$ cat src/design/msad_pkg.sv
`timescale 1ns / 1ps

package msad_pkg;

   localparam int ACC_W = 33;

   localparam logic [1:0] STATUS_SAMPLE    = 2'd0;
   localparam logic [1:0] STATUS_BAD_INDEX = 2'd1;
   localparam logic [1:0] STATUS_SHORT_HDR = 2'd2;

   localparam logic [7:0] CSR_CHANNELS = 8'd0;
   localparam logic [7:0] CSR_BLK_LEN  = 8'd1;

   localparam logic [1:0] KIND_STEP  = 2'd0;
   localparam logic [1:0] KIND_NEWER = 2'd1;

   localparam logic [3:0] HDR_LAST_MONO   = 4'd6;
   localparam logic [3:0] HDR_LAST_STEREO = 4'd13;

   localparam logic [7:0] MAX_PRED_INDEX = 8'd6;

   localparam logic [22:0] STEP_MIN = 23'd16;
   localparam logic [22:0] STEP_MAX = 23'd2796202;

   typedef enum logic [7:0] {
      S_IDLE = 8'b0000_0001,
      S_ERR  = 8'b0000_0010,
      S_HDR  = 8'b0000_0100,
      S_MUL1 = 8'b0000_1000,
      S_MUL2 = 8'b0001_0000,
      S_MUL3 = 8'b0010_0000,
      S_MUL4 = 8'b0100_0000,
      S_STEP = 8'b1000_0000
   } state_type;

   typedef struct packed {
      logic                     load;
      logic signed [16:0]       mul_a;
      logic signed [22:0]       mul_b;
      logic signed [ACC_W-1:0]  addend;
   } mac_req_type;

   function automatic logic signed [10:0] coef_a(input logic [2:0] ix);
      logic signed [10:0] c;
      case (ix)
         3'd0:    c = 11'sd256;
         3'd1:    c = 11'sd512;
         3'd2:    c = 11'sd0;
         3'd3:    c = 11'sd192;
         3'd4:    c = 11'sd240;
         3'd5:    c = 11'sd460;
         3'd6:    c = 11'sd392;
         default: c = 11'sd256;
      endcase
      return c;
   endfunction

   function automatic logic signed [10:0] coef_b(input logic [2:0] ix);
      logic signed [10:0] c;
      case (ix)
         3'd0:    c = 11'sd0;
         3'd1:    c = -11'sd256;
         3'd2:    c = 11'sd0;
         3'd3:    c = 11'sd64;
         3'd4:    c = 11'sd0;
         3'd5:    c = -11'sd208;
         3'd6:    c = -11'sd232;
         default: c = 11'sd0;
      endcase
      return c;
   endfunction

   function automatic logic [9:0] adapt_factor(input logic [3:0] nib);
      logic [9:0] f;
      case (nib)
         4'd0, 4'd1, 4'd2, 4'd3: f = 10'd230;
         4'd4:    f = 10'd307;
         4'd5:    f = 10'd409;
         4'd6:    f = 10'd512;
         4'd7:    f = 10'd614;
         4'd8:    f = 10'd768;
         4'd9:    f = 10'd614;
         4'd10:   f = 10'd512;
         4'd11:   f = 10'd409;
         4'd12:   f = 10'd307;
         default: f = 10'd230;
      endcase
      return f;
   endfunction

endpackage

$ cat src/design/msad_if.sv
`timescale 1ns / 1ps

interface msad_req_if;
   logic       valid;
   logic       ready;
   logic [7:0] data_byte;
   logic       last_of_packet;

   modport source (output valid, output data_byte, output last_of_packet, input ready);
   modport sink   (input valid, input data_byte, input last_of_packet, output ready);
endinterface

interface msad_rsp_if;
   logic               valid;
   logic               ready;
   logic signed [15:0] sample;
   logic               channel;
   logic               last;
   logic [1:0]         status;

   modport source (output valid, output sample, output channel, output last,
                   output status, input ready);
   modport sink   (input valid, input sample, input channel, input last,
                   input status, output ready);
endinterface

interface msad_csr_if;
   logic        valid;
   logic        ready;
   logic [7:0]  reg_index;
   logic [15:0] wr_data;

   modport source (output valid, output reg_index, output wr_data, input ready);
   modport sink   (input valid, input reg_index, input wr_data, output ready);
endinterface

$ cat src/design/msad_mac.sv
`timescale 1ns / 1ps

module msad_mac (
   input  logic                                  clock,
   input  msad_pkg::mac_req_type                 req,
   output logic signed [msad_pkg::ACC_W-1:0]     acc
);
   import msad_pkg::*;

   logic signed [16:0]      op_a;
   logic signed [22:0]      op_b;
   logic signed [39:0]      product;
   logic signed [ACC_W-1:0] acc_ff;
   logic signed [ACC_W-1:0] acc_in;

   assign op_a    = req.mul_a;
   assign op_b    = req.mul_b;
   assign product = op_a * op_b;
   assign acc_in  = req.addend + signed'(product[ACC_W-1:0]);
   assign acc     = acc_ff;

   always_ff @(posedge clock) begin
      if (req.load) begin
         acc_ff <= acc_in;
      end
   end

endmodule

$ cat src/design/ms_adpcm_block_decoder_top.sv
`timescale 1ns / 1ps
// channel  dir  handshake      payload
// req_ch   in   valid/ready    data_byte[7:0], last_of_packet
// rsp_ch   out  valid/ready    sample[15:0] signed, channel, last, status[1:0]
// csr_ch   in   valid/ready    reg_index[7:0] (0 channels, 1 block length), wr_data[15:0]
//
// Header bytes that produce nothing are only stored; the last header byte then issues 2 or 4 header samples.
// A data byte is accepted, then per nibble makes 4 passes through the
// shared multiply-accumulate unit and a step state that adapts the step and issues the item.
// Reset (synchronous) clears control state and sets config to defaults; sample state loads from the header.
// req ready is high only when idle; rsp backpressure holds the sequencer at its output cycles.

module ms_adpcm_block_decoder_top (
   input  logic        clock,
   input  logic        reset,
   msad_req_if.sink    req_ch,
   msad_rsp_if.source  rsp_ch,
   msad_csr_if.sink    csr_ch
);
   import msad_pkg::*;

   state_type state_ff, state_in;
   logic [15:0] pos_ff, pos_in;
   logic        skip_ff, skip_in;
   logic [1:0]  channels_ff;
   logic [15:0] blk_len_ff;

   logic [7:0]  byte_ff, byte_in;
   logic        end_ff, end_in;
   logic        nib_sel_ff, nib_sel_in;
   logic [1:0]  hdr_cnt_ff, hdr_cnt_in;
   logic [1:0]  err_status_ff, err_status_in;
   logic        err_chan_ff, err_chan_in;
   logic [7:0]  low_byte_ff, low_byte_in;
   logic signed [15:0] sample_ff, sample_in;

   logic [2:0]         pidx_ff  [2];
   logic [2:0]         pidx_in  [2];
   logic signed [22:0] step_ff  [2];
   logic signed [22:0] step_in  [2];
   logic signed [15:0] newer_ff [2];
   logic signed [15:0] newer_in [2];
   logic signed [15:0] older_ff [2];
   logic signed [15:0] older_in [2];

   logic               rsp_valid_ff, rsp_valid_in;
   logic signed [15:0] rsp_sample_ff, rsp_sample_in;
   logic               rsp_channel_ff, rsp_channel_in;
   logic               rsp_last_ff, rsp_last_in;
   logic [1:0]         rsp_status_ff, rsp_status_in;

   mac_req_type             mac_req;
   logic signed [ACC_W-1:0] acc;

   logic        stereo, req_fire, out_free, blk_end;
   logic [15:0] pos_next;
   logic [3:0]  hdr_last;
   logic        in_header, is_index, bad_index, hdr_final_byte;
   logic [3:0]  hdr_off;
   logic [1:0]  hdr_kind;
   logic        hdr_ch;
   logic signed [15:0] hdr_raw;

   logic        emit_newer, emit_ch, emit_final;

   logic        nib_ch;
   logic [3:0]  nib;
   logic [2:0]  pidx_cur;
   logic signed [10:0] c1, c2;
   logic signed [22:0] step_cur;
   logic signed [ACC_W-1:0] acc_bias, trunc_q;
   logic signed [15:0] pred_clip;
   logic [23:0] acc_shr;
   logic [22:0] step_new;

   assign stereo   = channels_ff[1];
   assign req_fire = req_ch.valid && req_ch.ready;
   assign out_free = !rsp_valid_ff || rsp_ch.ready;
   assign pos_next = pos_ff + 16'd1;
   assign blk_end  = req_ch.last_of_packet || (pos_next == blk_len_ff);

   assign hdr_last       = stereo ? HDR_LAST_STEREO : HDR_LAST_MONO;
   assign in_header      = pos_ff <= {12'd0, hdr_last};
   assign is_index       = (pos_ff == 16'd0) || (stereo && pos_ff == 16'd1);
   assign bad_index      = in_header && is_index && (req_ch.data_byte > MAX_PRED_INDEX);
   assign hdr_final_byte = pos_ff[3:0] == hdr_last;
   assign hdr_off        = pos_ff[3:0] - (stereo ? 4'd2 : 4'd1);
   assign hdr_kind       = stereo ? hdr_off[3:2] : hdr_off[2:1];
   assign hdr_ch         = stereo ? hdr_off[1] : 1'b0;
   assign hdr_raw        = signed'({req_ch.data_byte, low_byte_ff});

   assign emit_newer = stereo ? hdr_cnt_ff[1] : hdr_cnt_ff[0];
   assign emit_ch    = stereo ? hdr_cnt_ff[0] : 1'b0;
   assign emit_final = hdr_cnt_ff == (stereo ? 2'd3 : 2'd1);

   assign nib_ch   = nib_sel_ff & stereo;
   assign nib      = nib_sel_ff ? byte_ff[3:0] : byte_ff[7:4];
   assign pidx_cur = pidx_ff[nib_ch];
   assign c1       = coef_a(pidx_cur);
   assign c2       = coef_b(pidx_cur);
   assign step_cur = step_ff[nib_ch];

   assign acc_bias = acc + (acc[ACC_W-1] ? 33'sd255 : 33'sd0);
   assign trunc_q  = acc_bias >>> 8;
   assign acc_shr  = acc[ACC_W-2:8];

   always_comb begin
      if (acc > 33'sd32767) begin
         pred_clip = 16'sd32767;
      end else if (acc < -33'sd32768) begin
         pred_clip = -16'sd32768;
      end else begin
         pred_clip = acc[15:0];
      end
   end

   always_comb begin
      if (step_cur[22] || step_cur == 23'sd0) begin
         step_new = STEP_MIN;
      end else if (acc_shr < {1'b0, STEP_MIN}) begin
         step_new = STEP_MIN;
      end else if (acc_shr > {1'b0, STEP_MAX}) begin
         step_new = STEP_MAX;
      end else begin
         step_new = acc_shr[22:0];
      end
   end

   always_comb begin
      mac_req = '0;
      case (state_ff)
         S_MUL1: begin
            mac_req.load   = 1'b1;
            mac_req.mul_a  = {newer_ff[nib_ch][15], newer_ff[nib_ch]};
            mac_req.mul_b  = {{12{c1[10]}}, c1};
         end
         S_MUL2: begin
            mac_req.load   = 1'b1;
            mac_req.mul_a  = {older_ff[nib_ch][15], older_ff[nib_ch]};
            mac_req.mul_b  = {{12{c2[10]}}, c2};
            mac_req.addend = acc;
         end
         S_MUL3: begin
            mac_req.load   = 1'b1;
            mac_req.mul_a  = {{13{nib[3]}}, nib};
            mac_req.mul_b  = step_cur;
            mac_req.addend = trunc_q;
         end
         S_MUL4: begin
            mac_req.load   = 1'b1;
            mac_req.mul_a  = {7'd0, adapt_factor(nib)};
            mac_req.mul_b  = step_cur;
         end
         default: begin
            mac_req = '0;
         end
      endcase
   end

   msad_mac u_mac (
      .clock (clock),
      .req   (mac_req),
      .acc   (acc)
   );

   always_comb begin
      state_in       = state_ff;
      pos_in         = pos_ff;
      skip_in        = skip_ff;
      byte_in        = byte_ff;
      end_in         = end_ff;
      nib_sel_in     = nib_sel_ff;
      hdr_cnt_in     = hdr_cnt_ff;
      err_status_in  = err_status_ff;
      err_chan_in    = err_chan_ff;
      low_byte_in    = low_byte_ff;
      sample_in      = sample_ff;
      pidx_in        = pidx_ff;
      step_in        = step_ff;
      newer_in       = newer_ff;
      older_in       = older_ff;
      rsp_valid_in   = rsp_valid_ff && !rsp_ch.ready;
      rsp_sample_in  = rsp_sample_ff;
      rsp_channel_in = rsp_channel_ff;
      rsp_last_in    = rsp_last_ff;
      rsp_status_in  = rsp_status_ff;

      case (state_ff)
         S_IDLE: begin
            if (req_fire) begin
               byte_in = req_ch.data_byte;
               end_in  = blk_end;
               if (blk_end) begin
                  pos_in  = '0;
                  skip_in = 1'b0;
               end else begin
                  pos_in  = pos_next;
                  skip_in = skip_ff | bad_index;
               end
               if (!skip_ff) begin
                  if (in_header) begin
                     if (is_index) begin
                        if (bad_index) begin
                           err_status_in = STATUS_BAD_INDEX;
                           err_chan_in   = pos_ff[0];
                           state_in      = S_ERR;
                        end else begin
                           pidx_in[pos_ff[0]] = req_ch.data_byte[2:0];
                        end
                     end else if (!hdr_off[0]) begin
                        low_byte_in = req_ch.data_byte;
                     end else begin
                        case (hdr_kind)
                           KIND_STEP:  step_in[hdr_ch]  = {{7{hdr_raw[15]}}, hdr_raw};
                           KIND_NEWER: newer_in[hdr_ch] = hdr_raw;
                           default:    older_in[hdr_ch] = hdr_raw;
                        endcase
                     end
                     if (!bad_index) begin
                        if (hdr_final_byte) begin
                           hdr_cnt_in = '0;
                           state_in   = S_HDR;
                        end else if (blk_end) begin
                           err_status_in = STATUS_SHORT_HDR;
                           err_chan_in   = 1'b0;
                           state_in      = S_ERR;
                        end
                     end
                  end else begin
                     nib_sel_in = 1'b0;
                     state_in   = S_MUL1;
                  end
               end
            end
         end
         S_ERR: begin
            if (out_free) begin
               rsp_valid_in   = 1'b1;
               rsp_sample_in  = '0;
               rsp_channel_in = err_chan_ff;
               rsp_last_in    = 1'b1;
               rsp_status_in  = err_status_ff;
               state_in       = S_IDLE;
            end
         end
         S_HDR: begin
            if (out_free) begin
               rsp_valid_in   = 1'b1;
               rsp_sample_in  = emit_newer ? newer_ff[emit_ch] : older_ff[emit_ch];
               rsp_channel_in = emit_ch;
               rsp_last_in    = emit_final && end_ff;
               rsp_status_in  = STATUS_SAMPLE;
               if (emit_final) begin
                  state_in = S_IDLE;
               end else begin
                  hdr_cnt_in = hdr_cnt_ff + 2'd1;
               end
            end
         end
         S_MUL1: begin
            state_in = S_MUL2;
         end
         S_MUL2: begin
            state_in = S_MUL3;
         end
         S_MUL3: begin
            state_in = S_MUL4;
         end
         S_MUL4: begin
            older_in[nib_ch] = newer_ff[nib_ch];
            newer_in[nib_ch] = pred_clip;
            sample_in        = pred_clip;
            state_in         = S_STEP;
         end
         S_STEP: begin
            if (out_free) begin
               step_in[nib_ch] = step_new;
               rsp_valid_in    = 1'b1;
               rsp_sample_in   = sample_ff;
               rsp_channel_in  = nib_ch;
               rsp_last_in     = nib_sel_ff && end_ff;
               rsp_status_in   = STATUS_SAMPLE;
               if (nib_sel_ff) begin
                  state_in = S_IDLE;
               end else begin
                  nib_sel_in = 1'b1;
                  state_in   = S_MUL1;
               end
            end
         end
         default: begin
            state_in = S_IDLE;
         end
      endcase
   end

   assign req_ch.ready   = state_ff == S_IDLE;
   assign csr_ch.ready   = 1'b1;
   assign rsp_ch.valid   = rsp_valid_ff;
   assign rsp_ch.sample  = rsp_sample_ff;
   assign rsp_ch.channel = rsp_channel_ff;
   assign rsp_ch.last    = rsp_last_ff;
   assign rsp_ch.status  = rsp_status_ff;

   always_ff @(posedge clock) begin
      if (reset) begin
         state_ff     <= S_IDLE;
         pos_ff       <= '0;
         skip_ff      <= 1'b0;
         rsp_valid_ff <= 1'b0;
         channels_ff  <= 2'd1;
         blk_len_ff   <= 16'd1024;
      end else begin
         state_ff     <= state_in;
         pos_ff       <= pos_in;
         skip_ff      <= skip_in;
         rsp_valid_ff <= rsp_valid_in;
         if (csr_ch.valid && csr_ch.ready) begin
            case (csr_ch.reg_index)
               CSR_CHANNELS: channels_ff <= csr_ch.wr_data[1:0];
               CSR_BLK_LEN:  blk_len_ff  <= csr_ch.wr_data;
               default: ;
            endcase
         end
      end
   end

   always_ff @(posedge clock) begin
      byte_ff        <= byte_in;
      end_ff         <= end_in;
      nib_sel_ff     <= nib_sel_in;
      hdr_cnt_ff     <= hdr_cnt_in;
      err_status_ff  <= err_status_in;
      err_chan_ff    <= err_chan_in;
      low_byte_ff    <= low_byte_in;
      sample_ff      <= sample_in;
      pidx_ff        <= pidx_in;
      step_ff        <= step_in;
      newer_ff       <= newer_in;
      older_ff       <= older_in;
      rsp_sample_ff  <= rsp_sample_in;
      rsp_channel_ff <= rsp_channel_in;
      rsp_last_ff    <= rsp_last_in;
      rsp_status_ff  <= rsp_status_in;
   end

`ifndef SYNTH
   a_err_is_last: assert property (@(posedge clock) disable iff (reset)
      rsp_valid_ff && rsp_status_ff != STATUS_SAMPLE |-> rsp_last_ff && rsp_sample_ff == 16'sd0)
      else $error("error item without last or with nonzero sample");

   a_block_end_clears: assert property (@(posedge clock) disable iff (reset)
      req_fire && blk_end |=> pos_ff == 16'd0 && !skip_ff)
      else $error("block end did not clear position");

   a_skip_stays_idle: assert property (@(posedge clock) disable iff (reset)
      req_fire && skip_ff |=> state_ff == S_IDLE)
      else $error("skipped byte started work");

   a_step_range: assert property (@(posedge clock) disable iff (reset)
      state_ff == S_STEP && state_in != S_STEP |=>
         !step_ff[$past(nib_ch)][22] &&
         step_ff[$past(nib_ch)] >= signed'(STEP_MIN) &&
         step_ff[$past(nib_ch)] <= signed'(STEP_MAX))
      else $error("adapted step out of range");

   a_no_accept_while_busy: assert property (@(posedge clock) disable iff (reset)
      state_ff != S_IDLE |-> !req_ch.ready)
      else $error("input accepted while sequencer busy");
`endif

endmodule
$ cat src/flat_wrapper.sv
// flat-port wrapper written by rule: the top's interface ports become plain ports
module ms_adpcm_block_decoder_top_flat import msad_pkg::*;
  (clock, reset, req_ch_valid, req_ch_data_byte, req_ch_last_of_packet, req_ch_ready, rsp_ch_valid, rsp_ch_sample, rsp_ch_channel, rsp_ch_last, rsp_ch_status, rsp_ch_ready, csr_ch_valid, csr_ch_reg_index, csr_ch_wr_data, csr_ch_ready);
  msad_req_if req_ch_i ();
  msad_rsp_if rsp_ch_i ();
  msad_csr_if csr_ch_i ();
  input  logic clock;
  input  logic reset;
  input wire logic [$bits(req_ch_i.valid)-1:0] req_ch_valid;
  input wire logic [$bits(req_ch_i.data_byte)-1:0] req_ch_data_byte;
  input wire logic [$bits(req_ch_i.last_of_packet)-1:0] req_ch_last_of_packet;
  output wire logic [$bits(req_ch_i.ready)-1:0] req_ch_ready;
  output wire logic [$bits(rsp_ch_i.valid)-1:0] rsp_ch_valid;
  output wire logic [$bits(rsp_ch_i.sample)-1:0] rsp_ch_sample;
  output wire logic [$bits(rsp_ch_i.channel)-1:0] rsp_ch_channel;
  output wire logic [$bits(rsp_ch_i.last)-1:0] rsp_ch_last;
  output wire logic [$bits(rsp_ch_i.status)-1:0] rsp_ch_status;
  input wire logic [$bits(rsp_ch_i.ready)-1:0] rsp_ch_ready;
  input wire logic [$bits(csr_ch_i.valid)-1:0] csr_ch_valid;
  input wire logic [$bits(csr_ch_i.reg_index)-1:0] csr_ch_reg_index;
  input wire logic [$bits(csr_ch_i.wr_data)-1:0] csr_ch_wr_data;
  output wire logic [$bits(csr_ch_i.ready)-1:0] csr_ch_ready;
  assign req_ch_i.valid = req_ch_valid;
  assign req_ch_i.data_byte = req_ch_data_byte;
  assign req_ch_i.last_of_packet = req_ch_last_of_packet;
  assign req_ch_ready = req_ch_i.ready;
  assign rsp_ch_valid = rsp_ch_i.valid;
  assign rsp_ch_sample = rsp_ch_i.sample;
  assign rsp_ch_channel = rsp_ch_i.channel;
  assign rsp_ch_last = rsp_ch_i.last;
  assign rsp_ch_status = rsp_ch_i.status;
  assign rsp_ch_i.ready = rsp_ch_ready;
  assign csr_ch_i.valid = csr_ch_valid;
  assign csr_ch_i.reg_index = csr_ch_reg_index;
  assign csr_ch_i.wr_data = csr_ch_wr_data;
  assign csr_ch_ready = csr_ch_i.ready;
  ms_adpcm_block_decoder_top u_core (.clock(clock), .reset(reset), .req_ch(req_ch_i), .rsp_ch(rsp_ch_i), .csr_ch(csr_ch_i));
endmodule
$ cat config.mk
export PLATFORM = sky130hd
export DESIGN_NAME = ms_adpcm_block_decoder_top_flat
export DESIGN_NICKNAME = d
export VERILOG_FILES = /design/src/design/msad_pkg.sv /design/src/design/msad_if.sv /design/src/design/msad_mac.sv /design/src/design/ms_adpcm_block_decoder_top.sv /design/src/flat_wrapper.sv
export SDC_FILE = /design/constraint.sdc
export NUM_CORES = 2
export LEC_CHECK = 0
export ABC_AREA = 1
export BUFFER_PORTS_ARGS = -buffer_cell sky130_fd_sc_hd__buf_2
export CAP_MARGIN = 0
export CORE_UTILIZATION = 57
export CTS_BUF_LIST = sky130_fd_sc_hd__clkbuf_16
export DETAILED_ROUTE_END_ITERATION = 16
export PLACE_DENSITY = 0.76
export SETUP_SLACK_MARGIN = 0.2
export SYNTH_ARGS = -nofsm -noshare
export SYNTH_HDL_FRONTEND = slang
export SYNTH_SLANG_ARGS = --single-unit
$ cat constraint.sdc
create_clock -name clock -period 7.2 [get_ports clock]
set_input_delay 1.44 -clock clock [delete_from_list [all_inputs] [get_ports clock]]
set_output_delay 1.44 -clock clock [all_outputs]
set_load 0.005 [all_outputs]
==> results_tabular.tex <==
\begin{tabular}{lr}
\hline
Metric & Value \\
\hline
\multicolumn{2}{l}{\textbf{Floorplan}} \\
\quad Top-Level Pins & 61 \\
\quad Width of the die & 221 µm \\
\quad Initial Utilization & between 50\% and 60\% \\
\quad Die Ht & 221 µm \\
\quad Die Footprint & 48,900 µm² \\
\quad Core Box Area & 47,000 µm² \\
\quad Number of rows created at floorplan & 79 \\
\multicolumn{2}{l}{\textbf{Timing}} \\
\quad Slew @ Worst Pin & 1.14 ns \\
\quad Setup violation total in the final timing report & 11 \\
\quad Slew Limit Headroom & 23.7\% \\
\quad RSZ-0062 raised after global routing & yes \\
\quad Final setup skew & roughly 0.033 ns \\
\quad Final count of pins violating max slew & 0 \\
\quad Final hold violation count & 0 \\
\quad Setup WS post-layout & -0.293 ns \\
\quad Min cycle time layout & between 7 and 8 ns \\
\quad Fin crit share & 104\% \\
\quad Worst Hold Slack & 0.476 ns \\
\quad F\_max & 0.133 GHz \\
\multicolumn{2}{l}{\textbf{Clocking}} \\
\quad Worst skew pair latency & between 0.5 and 0.6 ns \\
\quad Root cell of the clock tree & sky130\_fd\_sc\_hd\_\_clkbuf\_16 \\
\quad H-Tree Level Count & 1 \\
\quad TritonCTS clock tree & yes \\
\quad Maximum buffer depth of the clock tree & 3 \\
\quad Count of clock tree sinks & 251 \\
\quad Clock input transition at the sequential cells of the worst setup and hold paths & 0.07 ns \\
\quad Number of buffers created by CTS & 26 \\
\multicolumn{2}{l}{\textbf{GRT}} \\
\quad Vias in the first global route & between 20,000 and 30,000 \\
\quad Initial antenna violation count & 0 \\
\quad Wire length of the first global-routing pass & between 100,000 and 150,000 µm \\
\quad Pin count of the biggest net entering global routing & 51 \\
\quad Aggregate global routing overflow & 0 \\
\quad Global-route usage over all layers & between 30 and 40\% \\
\multicolumn{2}{l}{\textbf{Final layout}} \\
\quad Post-layout nets & 4,207 \\
\quad Post-synthesis to final-layout area growth & 23.8\% \\
\quad Fraction of layout instances using a drive strength above 1 & 23.1\% \\
\quad Layout Cells excl Fill & 4,318 \\
\quad Antenna fix cells & 0 \\
\quad Number of filler instances in the final layout & 3,582 \\
\quad Highest-count cells in the layout ignoring fill and taps & sky130\_fd\_sc\_hd\_\_inv\_1, sky130\_fd\_sc\_hd\_\_nand2\_1, sky130\_fd\_sc\_hd\_\_buf\_4 \\
\quad Most common library cell in the layout ignoring fill and taps & sky130\_fd\_sc\_hd\_\_inv\_1 \\
\multicolumn{2}{l}{\textbf{Pwr}} \\
\quad Power per Cell Area & 101 nW/µm² \\
\quad Overall power consumption & about 0.0034 W \\
\quad Leakage dissipation & 16.7 nW \\
\quad Peak supply drop & 0.174 mV \\
\multicolumn{2}{l}{\textbf{Synth}} \\
\quad Proportion of register bits with asynchronous set or reset after synthesis & 0\% \\
\quad Register area share after synthesis & 25.9\% \\
\quad Count of state elements after synthesis & between 200 and 300 \\
\quad Warnings, synthesis & 0 \\
\quad Main synth FF type & sky130\_fd\_sc\_hd\_\_edfxtp\_1 \\
\quad Number of enable-type register cells in the synthesized netlist & 208 \\
\quad Cell variety after synth & 64 \\
\quad Post-synthesis instance total & roughly 3,300 \\
\quad Cell area after technology mapping & roughly 27,000 µm² \\
\quad Synthesized area per cell & about 8.4 µm² \\
\quad Net Count, Synth & 3,779 \\
\multicolumn{2}{l}{\textbf{Hold path}} \\
\quad Min-Delay Path Depth & 2 \\
\quad Endpoint, Worst Hold & u\_core.blk\_len\_ff[13] \\
\quad Worst hold start & u\_core.blk\_len\_ff[13] \\
\quad HP Class & reg -> reg \\
\multicolumn{2}{l}{\textbf{Worst setup path}} \\
\quad Critical path peak fanout & 5 \\
\quad Crit Path Class & reg -> reg \\
\quad Crit Reg-Reg Startpoint & u\_core.nib\_sel\_ff \\
\quad Reg-to-reg slack, setup & -0.29 ns \\
\quad Crit path launch & u\_core.nib\_sel\_ff \\
\quad Worst r2r path cells & 39 \\
\quad Crit path capture type & flop \\
\quad CP max-delay cell & sky130\_fd\_sc\_hd\_\_fa\_1 \\
\quad Cell repeated most along the worst path & sky130\_fd\_sc\_hd\_\_buf\_6 \\
\quad Endpoint of the worst-slack reg-to-reg timing path & u\_core.u\_mac.acc[25] \\
\quad Data required time of the critical path & 7.50 ns \\
\quad Longest individual stage delay on the worst path & 0.55 ns \\
\quad WP data arrival & approximately 7.8 ns \\
\quad Category of the worst setup path launch point & flop \\
\multicolumn{2}{l}{\textbf{Run status}} \\
\quad Result of the run & finished with violations \\
\quad Violated checks & setup timing \\
\multicolumn{2}{l}{\textbf{Route}} \\
\quad WL per Instance & 20.9 µm \\
\quad Drt total wl & $\sim$90,000 µm \\
\quad Number of DRC markers after the initial detailed-route iteration & around 2,700 \\
\quad Routed Antenna Nets & 0 \\
\quad Number of iterations in the first detailed-routing pass & 8 \\
\quad Count of vias placed by the detailed router & 24,800 \\
\quad DR vias/cell & approximately 5.7 \\
\quad Number of remaining DRC errors & 0 \\
\multicolumn{2}{l}{\textbf{Placed design}} \\
\quad Estimated wirelength of the detail-placed design & 70,700 µm \\
\quad Total of buffers placed on input and output ports & 59 \\
\quad Cell Count Post-Placement & 4,215 \\
\quad Last weighted congestion value of the routability-driven placer & between 0.9 and 1 \\
\multicolumn{2}{l}{\textbf{Run}} \\
\quad Max Cap Violations & 0 \\
\hline
\end{tabular}
worst max-delay path: cells and delay by family, from the launching register on:
family | cells | cell delay, ns
XOR/XNOR | 1 | 0.16
buffers and inverters | 19 | 1.85
AO/OA/AOI/OAI | 6 | 1.00
AND/OR/NAND/NOR | 5 | 0.54
adder cells (fa/ha/maj) | 8 | 3.21
flip-flops | 1 | 0.45
worst max path at each step:
stage | to | cells after the start
3_5_place_dp | u_core.u_mac.acc[32] | 29
2_1_floorplan | u_core.u_mac.acc[31] | 37
6_report | u_core.u_mac.acc[25] | 39
5_1_grt | u_core.u_mac.acc[31] | 39
3_3_place_gp | u_core.u_mac.acc[32] | 33
4_1_cts | u_core.u_mac.acc[31] | 38
sequential cells by signal (all words and copies together), names as in the netlist, 6 cells and up:
name                  flops
u_core.low_byte_ff        8
u_core.state_ff           8
u_core.rsp_ch.sample     16
u_core.blk_len_ff        16
u_core.pos_ff            16
u_core.newer_ff          32
u_core.step_ff           46
u_core.older_ff          32
u_core.pidx_ff            6
u_core.sample_ff         16
u_core.byte_ff            8
u_core.u_mac.acc         33
cell usage after synthesis (all sizes together) (2+ instances only):
cell type / count / area, µm²
nor4: 16 / 130
clkinv: 8 / 30.0
a31oi: 6 / 37.5
dfxtp: 43 / 861
a32oi: 5 / 43.8
nor2: 254 / 993
nand3b: 7 / 52.6
o32ai: 25 / 219
fa: 358 / 7170
mux2i: 14 / 140
clkbuf: 78 / 293
nand3: 97 / 516
edfxtp: 208 / 6250
o221ai: 3 / 26.3
nor3b: 2 / 15.0
o21bai: 2 / 15.0
or2: 10 / 62.6
a21o: 2 / 15.0
nand2: 635 / 2430
inv: 797 / 2990
xnor2: 25 / 219
nand4: 24 / 156
o21ai: 158 / 817
a32o: 16 / 160
xor2: 34 / 298
o2111ai: 3 / 26.3
a211oi: 7 / 52.6
o22ai: 71 / 444
a21oi: 108 / 541
nor3: 35 / 211
a22oi: 4 / 35.0
or4: 2 / 15.0
a21boi: 3 / 22.5
o211ai: 35 / 263
ha: 119 / 1490
buf: 41 / 264
kinds of logic after synthesis:
group           share of synthesized area, %
flops                                   25.9
xor+xnor                                2.05
fa+ha+maj                               31.6
other cells                           0.0137
simple gates                            16.7
mux                                    0.511
buf+inv                                 13.1
compound gates                          10.1
power by group:
group	total [W]	internal (W)	switching [W]	leakage, nW
Clock	0.00136	0.000741	0.000621	0.420
Sequential	0.00165	0.00163	0.0000227	2.18
Combinational	0.000404	0.000145	0.000259	14.1
layout make-up:
type / instances / area (µm²) / area share [%]
clock inverter: 21 / 188 / 0.553
clock buffer: 26 / 651 / 1.92
multi-input combinational: 2089 / 17800 / 52.5
tap: 607 / 759 / 2.24
inverter: 805 / 3060 / 9.01
timing repair buffer: 519 / 4350 / 12.8
sequential: 251 / 7110 / 20.9
stage by stage:
stage	area, µm²	worst slack [ns]	utilization, %	setup TNS [ns]
4_1_cts	33400	-0.201	71.1	-0.643
6_report	33900	-0.293	72.3	-1.55
5_1_grt	33900	-0.501	72.3	-4.66
3_3_place_gp	31500	-0.427	67.1	-2.41
2_1_floorplan	27500	0.202	-	0
3_5_place_dp	31500	-0.533	67.1	-3.74
layer usage:
metal / up-vias / track usage (%) / share of wire (%)
li1: 11100 / - / -
met4: 0 / 17.0 / 5.8
met1: 12200 / 48.9 / 39
met5: - / 0 / 0
met3: 265 / 5.83 / 9.3
met2: 1278 / 60.1 / 46
repair_timing:
action / CTS / global route
buffers inserted: 39 / 14
cloned: 2 / 1
hold endpoints to repair: 0 / 0
hold buffers: 0 / 0
setup endpoints to repair: 19 / 22
pin swaps: 61 / 60
resized for setup: 191 / 118
Power figures use the tool's default switching activity.
